[config.mk]
export PLATFORM = sky130hd
export DESIGN_NAME = lcd_scanline_mode_sequencer_flat
export DESIGN_NICKNAME = d
export VERILOG_FILES = /design/src/sv/lsms_pkg.sv /design/src/sv/lsms_req_if.sv /design/src/sv/lsms_rsp_if.sv /design/src/sv/lsms_csr.sv /design/src/sv/lsms_step.sv /design/src/sv/lcd_scanline_mode_sequencer.sv /design/src/flat_wrapper.sv
export SDC_FILE = /design/constraint.sdc
export NUM_CORES = 1
export LEC_CHECK = 0
export ABC_AREA = 1
export ABC_CLOCK_PERIOD_IN_PS = 6240
export BUFFER_PORTS_ARGS = -buffer_cell sky130_fd_sc_hd__buf_4
export CAP_MARGIN = 10
export CORE_MARGIN = 5
export CORE_UTILIZATION = 55
export DETAILED_ROUTE_END_ITERATION = 12
export GPL_TIMING_DRIVEN = 0
export PLACE_DENSITY = 0.87
export SKIP_CTS_REPAIR_TIMING = 1
export SLEW_MARGIN = 15
export SYNTH_ARGS = -nofsm -noshare
export SYNTH_HDL_FRONTEND = slang
export SYNTH_SLANG_ARGS = --single-unit
[constraint.sdc]
create_clock -name clock -period 6.24 [get_ports clock]
set_clock_uncertainty 0.05 [all_clocks]
set_input_delay 1.248 -clock clock [delete_from_list [all_inputs] [get_ports clock]]
set_output_delay 1.248 -clock clock [all_outputs]
set_load 0.05 [all_outputs]
[src/sv/lsms_pkg.sv]
// Package with the types and constants of the LCD scanline mode sequencer.
package lsms_pkg;

   // LCD modes as shown on the result word.
   typedef enum logic [1:0] {
      MODE_HBLANK = 2'd0,
      MODE_VBLANK = 2'd1,
      MODE_OAM    = 2'd2,
      MODE_XFER   = 2'd3
   } mode_type;

   // Configuration register indexes (byte address is four times the index).
   typedef enum logic [1:0] {
      REG_DISPLAY_ENABLE = 2'd0,
      REG_LINE_COMPARE   = 2'd1,
      REG_STAT_ENABLES   = 2'd2,
      REG_NONE           = 2'd3
   } reg_index_type;

   // Mode lengths in machine cycles.
   localparam logic [9:0] OAM_CYCLES    = 10'd80;
   localparam logic [9:0] XFER_CYCLES   = 10'd172;
   localparam logic [9:0] HBLANK_CYCLES = 10'd204;
   localparam logic [9:0] LINE_CYCLES   = 10'd456;

   // Line numbers that bound the visible area and the frame.
   localparam logic [7:0] VBLANK_LINE = 8'd144;
   localparam logic [7:0] LAST_LINE   = 8'd153;

   // Bit of the interrupt enables that arms the line compare interrupt.
   localparam int unsigned COINC_ENABLE_BIT = 3;

   // Configuration seen by the step logic.
   typedef struct packed {
      logic       display_enable;
      logic [7:0] line_compare;
      logic [3:0] stat_irq_enables;
   } cfg_type;

   // Sequencer state carried from one word to the next.
   typedef struct packed {
      mode_type   mode;
      logic [9:0] dot_count;
      logic [7:0] line;
      mode_type   previous_mode;
   } state_type;

   // One result word.
   typedef struct packed {
      logic [7:0] line_count;
      mode_type   lcd_mode;
      logic       coincidence;
      logic       vblank_irq;
      logic       stat_irq;
      logic       scanline_draw;
      logic       frame_done;
   } result_type;

endpackage

[src/sv/lsms_req_if.sv]
// Valid/ready channel that carries the elapsed cycle count of one step.
interface lsms_req_if;
   logic       valid;
   logic       ready;
   logic [7:0] elapsed_cycles;

   modport source (output valid, output elapsed_cycles, input ready);
   modport sink (input valid, input elapsed_cycles, output ready);
endinterface

[src/sv/lsms_rsp_if.sv]
// Valid/ready channel that carries one sequencer result word.
interface lsms_rsp_if;
   logic       valid;
   logic       ready;
   logic [7:0] line_count;
   logic [1:0] lcd_mode;
   logic       coincidence;
   logic       vblank_irq;
   logic       stat_irq;
   logic       scanline_draw;
   logic       frame_done;

   modport source (
      output valid, output line_count, output lcd_mode, output coincidence,
      output vblank_irq, output stat_irq, output scanline_draw, output frame_done,
      input ready
   );
   modport sink (
      input valid, input line_count, input lcd_mode, input coincidence,
      input vblank_irq, input stat_irq, input scanline_draw, input frame_done,
      output ready
   );
endinterface

[src/sv/lsms_csr.sv]
// APB-style configuration registers of the scanline mode sequencer.
module lsms_csr (
   input  logic             clock,
   input  logic             reset,
   input  logic             psel,
   input  logic             penable,
   input  logic             pwrite,
   input  logic [3:0]       paddr,
   input  logic [31:0]      pwdata,
   output logic [31:0]      prdata,
   output logic             pready,
   output lsms_pkg::cfg_type cfg
);

   logic       display_enable_ff;
   logic [7:0] line_compare_ff;
   logic [3:0] stat_enables_ff;
   logic       wr_en;
   lsms_pkg::reg_index_type index;

   assign pready = 1'b1;
   assign wr_en  = psel && penable && pwrite;
   assign index  = lsms_pkg::reg_index_type'(paddr[3:2]);

   // Register writes; an address past the last register is ignored.
   always_ff @(posedge clock) begin
      if (reset) begin
         display_enable_ff <= 1'b1;
         line_compare_ff   <= 8'd0;
         stat_enables_ff   <= 4'd0;
      end else if (wr_en) begin
         unique case (index)
            lsms_pkg::REG_DISPLAY_ENABLE: display_enable_ff <= pwdata[0];
            lsms_pkg::REG_LINE_COMPARE:   line_compare_ff   <= pwdata[7:0];
            lsms_pkg::REG_STAT_ENABLES:   stat_enables_ff   <= pwdata[3:0];
            default: ;
         endcase
      end
   end

   // Read back.
   always_comb begin
      unique case (index)
         lsms_pkg::REG_DISPLAY_ENABLE: prdata = {31'd0, display_enable_ff};
         lsms_pkg::REG_LINE_COMPARE:   prdata = {24'd0, line_compare_ff};
         lsms_pkg::REG_STAT_ENABLES:   prdata = {28'd0, stat_enables_ff};
         default:                      prdata = 32'd0;
      endcase
   end

   assign cfg.display_enable   = display_enable_ff;
   assign cfg.line_compare     = line_compare_ff;
   assign cfg.stat_irq_enables = stat_enables_ff;

endmodule

[src/sv/lsms_step.sv]
// Next-state and result logic for one step of the scanline mode sequencer.
module lsms_step (
   input  lsms_pkg::cfg_type    cfg,
   input  lsms_pkg::state_type  cur,
   input  logic [7:0]           elapsed_cycles,
   output lsms_pkg::state_type  nxt,
   output lsms_pkg::result_type res
);

   logic [9:0]  clock_new;
   logic [7:0]  line_inc;
   logic        stat_entry;
   logic        coinc;

   // The 10-bit count holds every sum without wrapping.
   assign clock_new = cur.dot_count + {2'd0, elapsed_cycles};
   assign line_inc  = cur.line + 8'd1;

   // Mode sequence: advance on the end of the current mode, drop excess cycles.
   always_comb begin
      nxt           = cur;
      res           = '0;
      stat_entry    = 1'b0;
      coinc         = 1'b0;
      if (!cfg.display_enable) begin
         nxt.line = 8'd0;
         nxt.mode = lsms_pkg::MODE_HBLANK;
      end else begin
         nxt.dot_count = clock_new;
         unique case (cur.mode)
            lsms_pkg::MODE_OAM: begin
               if (clock_new >= lsms_pkg::OAM_CYCLES) begin
                  nxt.dot_count = 10'd0;
                  nxt.mode      = lsms_pkg::MODE_XFER;
               end
            end
            lsms_pkg::MODE_XFER: begin
               if (clock_new >= lsms_pkg::XFER_CYCLES) begin
                  nxt.dot_count     = 10'd0;
                  nxt.mode          = lsms_pkg::MODE_HBLANK;
                  res.scanline_draw = 1'b1;
               end
            end
            lsms_pkg::MODE_HBLANK: begin
               if (clock_new >= lsms_pkg::HBLANK_CYCLES) begin
                  nxt.dot_count = 10'd0;
                  nxt.line      = line_inc;
                  if (line_inc == lsms_pkg::VBLANK_LINE) begin
                     nxt.mode       = lsms_pkg::MODE_VBLANK;
                     res.vblank_irq = 1'b1;
                     res.frame_done = 1'b1;
                  end else begin
                     nxt.mode = lsms_pkg::MODE_OAM;
                  end
               end
            end
            default: begin
               if (clock_new >= lsms_pkg::LINE_CYCLES) begin
                  nxt.dot_count = 10'd0;
                  nxt.line      = line_inc;
                  if (line_inc > lsms_pkg::LAST_LINE) begin
                     nxt.mode = lsms_pkg::MODE_OAM;
                     nxt.line = 8'd0;
                  end
               end
            end
         endcase

         // Status interrupt on entry to an enabled mode, or on line match.
         if (cur.previous_mode != nxt.mode) begin
            nxt.previous_mode = nxt.mode;
            stat_entry = (nxt.mode != lsms_pkg::MODE_XFER) &&
                         cfg.stat_irq_enables[nxt.mode];
         end
         coinc        = (nxt.line == cfg.line_compare);
         res.stat_irq = stat_entry ||
                        (coinc && cfg.stat_irq_enables[lsms_pkg::COINC_ENABLE_BIT]);
      end
      res.line_count  = nxt.line;
      res.lcd_mode    = nxt.mode;
      res.coincidence = (nxt.line == cfg.line_compare);
   end

endmodule

[src/sv/lcd_scanline_mode_sequencer.sv]
// LCD scanline mode sequencer: top level with input and result registers.
//
// The req channel carries one word per step: the machine cycles elapsed since
// the previous step. For every accepted word the rsp channel delivers exactly
// one result word: line counter, LCD mode, line compare coincidence and the
// v-blank, status interrupt, scanline-draw and frame-done pulses of that step.
// The user writes configuration (display enable, line compare, interrupt
// enables) via the APB-style port only while no word is in flight (unenforced).
//
// A word is registered in the input register on acceptance; the sequencer
// state and result are computed from it and land in the result register.
// One word is taken per cycle while the receiver takes results; the state
// register updates as each word moves to the result register, so each word
// sees the state left by the one before.
//
// Reset clears the sequencer to line 0, h-blank, mode clock 0, enables the
// display and empties both registers. When the receiver stalls, the result
// register holds its word and the input register keeps one more word; the
// req channel then drops ready until the result is taken.
module lcd_scanline_mode_sequencer (
   input  logic        clock,
   input  logic        reset,
   lsms_req_if.sink    req_chan,
   lsms_rsp_if.source  rsp_chan,
   input  logic        psel,
   input  logic        penable,
   input  logic        pwrite,
   input  logic [3:0]  paddr,
   input  logic [31:0] pwdata,
   output logic [31:0] prdata,
   output logic        pready
);

   lsms_pkg::cfg_type    cfg;
   lsms_pkg::state_type  state_ff;
   lsms_pkg::state_type  state_in;
   lsms_pkg::result_type result_in;
   lsms_pkg::result_type result_ff;
   logic                 in_valid_ff;
   logic [7:0]           in_cycles_ff;
   logic                 out_valid_ff;
   logic                 out_free;
   logic                 advance;

   lsms_csr u_csr (
      .clock   (clock),
      .reset   (reset),
      .psel    (psel),
      .penable (penable),
      .pwrite  (pwrite),
      .paddr   (paddr),
      .pwdata  (pwdata),
      .prdata  (prdata),
      .pready  (pready),
      .cfg     (cfg)
   );

   lsms_step u_step (
      .cfg            (cfg),
      .cur            (state_ff),
      .elapsed_cycles (in_cycles_ff),
      .nxt            (state_in),
      .res            (result_in)
   );

   // Handshake: the input word moves on whenever the result register is free.
   assign out_free       = !out_valid_ff || rsp_chan.ready;
   assign advance        = in_valid_ff && out_free;
   assign req_chan.ready = !in_valid_ff || advance;

   // Input register.
   always_ff @(posedge clock) begin
      if (reset) begin
         in_valid_ff <= 1'b0;
      end else if (req_chan.ready) begin
         in_valid_ff <= req_chan.valid;
      end
      if (req_chan.ready && req_chan.valid) begin
         in_cycles_ff <= req_chan.elapsed_cycles;
      end
   end

   // Sequencer state and result register.
   always_ff @(posedge clock) begin
      if (reset) begin
         state_ff     <= '0;
         out_valid_ff <= 1'b0;
      end else begin
         if (advance) begin
            state_ff <= state_in;
         end
         if (out_free) begin
            out_valid_ff <= in_valid_ff;
         end
      end
      if (advance) begin
         result_ff <= result_in;
      end
   end

   assign rsp_chan.valid         = out_valid_ff;
   assign rsp_chan.line_count    = result_ff.line_count;
   assign rsp_chan.lcd_mode      = result_ff.lcd_mode;
   assign rsp_chan.coincidence   = result_ff.coincidence;
   assign rsp_chan.vblank_irq    = result_ff.vblank_irq;
   assign rsp_chan.stat_irq      = result_ff.stat_irq;
   assign rsp_chan.scanline_draw = result_ff.scanline_draw;
   assign rsp_chan.frame_done    = result_ff.frame_done;

endmodule

[src/flat_wrapper.sv]
// flat-port wrapper written by rule: the top's interface ports become plain ports
module lcd_scanline_mode_sequencer_flat 
  (clock, reset, psel, penable, pwrite, paddr, pwdata, prdata, pready, req_chan_valid, req_chan_elapsed_cycles, req_chan_ready, rsp_chan_valid, rsp_chan_line_count, rsp_chan_lcd_mode, rsp_chan_coincidence, rsp_chan_vblank_irq, rsp_chan_stat_irq, rsp_chan_scanline_draw, rsp_chan_frame_done, rsp_chan_ready);
  lsms_req_if req_chan_i ();
  lsms_rsp_if rsp_chan_i ();
  input  logic clock;
  input  logic reset;
  input  logic psel;
  input  logic penable;
  input  logic pwrite;
  input  logic [3:0] paddr;
  input  logic [31:0] pwdata;
  output logic [31:0] prdata;
  output logic pready;
  input wire logic [$bits(req_chan_i.valid)-1:0] req_chan_valid;
  input wire logic [$bits(req_chan_i.elapsed_cycles)-1:0] req_chan_elapsed_cycles;
  output wire logic [$bits(req_chan_i.ready)-1:0] req_chan_ready;
  output wire logic [$bits(rsp_chan_i.valid)-1:0] rsp_chan_valid;
  output wire logic [$bits(rsp_chan_i.line_count)-1:0] rsp_chan_line_count;
  output wire logic [$bits(rsp_chan_i.lcd_mode)-1:0] rsp_chan_lcd_mode;
  output wire logic [$bits(rsp_chan_i.coincidence)-1:0] rsp_chan_coincidence;
  output wire logic [$bits(rsp_chan_i.vblank_irq)-1:0] rsp_chan_vblank_irq;
  output wire logic [$bits(rsp_chan_i.stat_irq)-1:0] rsp_chan_stat_irq;
  output wire logic [$bits(rsp_chan_i.scanline_draw)-1:0] rsp_chan_scanline_draw;
  output wire logic [$bits(rsp_chan_i.frame_done)-1:0] rsp_chan_frame_done;
  input wire logic [$bits(rsp_chan_i.ready)-1:0] rsp_chan_ready;
  assign req_chan_i.valid = req_chan_valid;
  assign req_chan_i.elapsed_cycles = req_chan_elapsed_cycles;
  assign req_chan_ready = req_chan_i.ready;
  assign rsp_chan_valid = rsp_chan_i.valid;
  assign rsp_chan_line_count = rsp_chan_i.line_count;
  assign rsp_chan_lcd_mode = rsp_chan_i.lcd_mode;
  assign rsp_chan_coincidence = rsp_chan_i.coincidence;
  assign rsp_chan_vblank_irq = rsp_chan_i.vblank_irq;
  assign rsp_chan_stat_irq = rsp_chan_i.stat_irq;
  assign rsp_chan_scanline_draw = rsp_chan_i.scanline_draw;
  assign rsp_chan_frame_done = rsp_chan_i.frame_done;
  assign rsp_chan_i.ready = rsp_chan_ready;
  lcd_scanline_mode_sequencer u_core (.clock(clock), .reset(reset), .req_chan(req_chan_i), .rsp_chan(rsp_chan_i), .psel(psel), .penable(penable), .pwrite(pwrite), .paddr(paddr), .pwdata(pwdata), .prdata(prdata), .pready(pready));
endmodule
==> summary.md <==
| Metric | Value |
|---|---|
| Clock buffer depth | `2` |
| Final Max Slew Viols | `0` |
| Final RePlAce weighted congestion | `0.927` |
| Synth area leader | `dfxtp_1` |
| Port buffer count | `48` |
| Pwr Total | `1.24 mW` |
| Avg WL per Cell | `14.1 um` |
| Mapped Cells | `588` |
| First-pass GRT wire length | `17600 um` |
| Fill cell count | `617` |
| Post-synthesis sequential area ratio | `34.3%` |
| # setup viols final | `0` |
| Hpwl dp | `8220 um` |
| Max Freq | `0.288 GHz` |
| Post-synth ARST share | `0%` |
| Reg power frac | `36.2%` |
| Worst hold path depth | `2` |
| Reg clk slew, reported paths | `0.07 ns` |
| Via count | `4089` |
| Min-delay src | `u_core.state_ff[13]$_SDFFE_PP0P_` |
| Vias in the first global route | `3847` |
| Fin crit share | `55.6%` |
| Starting density of the core | `56.3%` |
| Num CTS Buffers | `9` |
| Sw power | `0.469 mW` |
| Fin nets | `733` |
| Data required, critical path | `4.94 ns` |
| Area Growth Syn to Fin | `19.0%` |
| R2R depth | `22` |
| Tightest Pin Transition | `0.548 ns` |
| DIE AREA | `0.00925 sq mm` |
| Crit path capture type | `output pin` |
| TritonCTS clock tree | `yes` |
| Initial antenna violation count | `0` |
| Total GRT Usage | `24.5%` |
| Pre-antenna DRT Iters | `5` |
| Post-synthesis cell area | `0.00409 sq mm` |
| Worst skew pair latency | `0.35 ns` |
| P per Cell Area | `254 mW/mm^2` |
| Worst reg2reg startpoint | `u_core.state_ff[10]$_SDFFE_PP0P_` |
| Total of max-cap violations | `0` |
| Post-synth EDFFs | `22` |
| CTS Root Cell | `clkbuf_8` |
| Fin area | `0.00486 sq mm` |
| Endpoint, Worst Hold | `u_core.state_ff[13]$_SDFFE_PP0P_` |
| RSZ-0062 raised after global routing | `no` |
| Yosys cell types | `41` |
| DRT Wirelength | `10900 um` |
| Clock sink count | `59` |
| Combinational power share | `34.2%` |
| Worst EP arrival | `2.17 ns` |
| Count leader, synth | `nand2_1` |
| Yosys top cell area share | `18.1%` |
| Htree depth | `3` |
| Area after DPL | `0.00466 sq mm` |
| Final min period | `3.47 ns` |
| Synth top cells by count | `nand2_1, inv_1, nand3_1` |
| Layout cells sized above 1 | `21.2%` |
| Crit path launch type | `primary input` |
| Grt ovf | `0` |
| VDD IR-drop max | `0.267 mV` |
| Final core utilization | `67.1%` |
| Core Box Area | `0.00725 sq mm` |
| Clk pwr share | `29.6%` |
| Pint | `0.767 mW` |
| Largest net degree at the start of global routing | `24` |
| Worst slack, placed | `2.84 ns` |
| Reg-to-Reg End | `u_core.rsp_chan.coincidence$_DFFE_PP_` |
| Sum Neg Setup Slack | `0 ns` |
| Setup slack, reg-to-reg | `3.05 ns` |
| Leak | `2.34 nW` |
| Crit-path max FO | `4` |
| FP Rows | `31` |
| DRC viols | `0` |
| Die Y | `96.2 um` |
| Most area-consuming cells after synthesis | `dfxtp_1, edfxtp_1, nand2_1` |
| Area of the multi-input gates | `0.00222 sq mm` |
| Outcome | `complete, no violations` |
| Synthesis warning total | `0` |
| Sw frac | `37.9%` |
| Kind of critical path | `in2out` |
| Setup ws final | `2.77 ns` |
| Post-synthesis average cell area | `6.95 sq um` |
| HP Class | `reg2reg` |
| Starting DRT DRC Count | `304` |
| Top-level port count | `101` |
| Die X | `96.2 um` |
| ANT nets after route | `0` |
| Synth Flop Type | `dfxtp_1` |
| Via density | `5.28` |
| Final Hold Violating Endpoints | `0` |
| Relative slew margins | `63.4%` |
| Yosys reg bits | `59` |
| FF/Latch Area | `0.00140 sq mm` |
| N_diodes | `0` |
## sequential cells by signal (all words and copies together), names as in the netlist, 2 cells and up
name / flops
u_core.state_ff: 22
u_core.in_cycles_ff: 8
u_core.rsp_chan.line_count: 8
u_core.u_csr.line_compare_ff: 8
u_core.u_csr.stat_enables_ff: 4
u_core.rsp_chan.lcd_mode: 2
## logic make-up after synthesis
group / Yosys count / synth area share [%]
AOI/OAI and AO/OA: 80 / 10.7
xor gates and xnor gates: 3 / 0.643
adders and majority gates: 12 / 3.86
buffers and inverters: 118 / 13.6
DFF: 59 / 34.3
other: 2 / 0.184
and+or+nand+nor: 314 / 36.8
## worst max-delay path: stages
cell and delay, ns:
buf_4 0.09, inv_1 0.06, nor2_1 0.24, inv_1 0.10, o22ai_1 0.19, buf_4 0.23
## worst max path at each step
| stage | depth (start not counted) | from | end |
|---|---|---|---|
| after detailed placement | 6 | paddr[2] | prdata[0] |
| final | 6 | paddr[3] | prdata[2] |
| after floorplan | 4 | paddr[2] | prdata[3] |
| after global placement | 6 | paddr[2] | prdata[0] |
| after global routing | 6 | paddr[3] | prdata[2] |
| after CTS | 6 | paddr[3] | prdata[2] |
## power groups by stage
stage                     clock [mW]  combinational [mW]  sequential (mW)
after floorplan                    0               0.293            0.481
after global placement             0               0.403            0.454
after detailed placement           0               0.411            0.455
after CTS                      0.370               0.415            0.447
after global routing           0.390               0.465            0.450
final                          0.366               0.422            0.447
## metal layers
layer | share of wire, % | GRT usage [%] | wire [um]
met1 | 42 | 32.0 | 4580
met2 | 48 | 39.4 | 5200
met3 | 7.3 | 4.77 | 795
met4 | 3.0 | 10.4 | 330
met5 | 0 | 0 | 0
## final cells by class
cell class,count,area share (%)
tap,99,2.55
timing repair buffer,48,7.41
inverter,79,6.10
clock buffer,12,3.19
clock inverter,4,1.03
sequential,59,28.8
multi-input combinational,434,45.6
buffer,39,5.35
## placed cells by master (no fill, tap or decap), types with 5 or more instances in the layout
| master | n |
|---|---|
| a21oi_1 | 38 |
| buf_4 | 74 |
| clkbuf_1 | 9 |
| clkbuf_8 | 11 |
| conb_1 | 25 |
| dfxtp_1 | 37 |
| edfxtp_1 | 22 |
| ha_1 | 11 |
| inv_1 | 72 |
| inv_2 | 5 |
| nand2_1 | 142 |
| nand2_2 | 14 |
| nand3_1 | 62 |
| nand3_2 | 10 |
| nand4_1 | 10 |
| nor2_1 | 51 |
| nor2_2 | 6 |
| nor3_1 | 6 |
| o21ai_0 | 26 |
## stage by stage
step,cells,hold WS (ns)
floorplan,611,0.388
global placement,758,0.407
detailed placement,758,0.410
CTS,774,0.424
global route,774,0.443
finish,774,0.424
(Power assumes the default switching activity.)
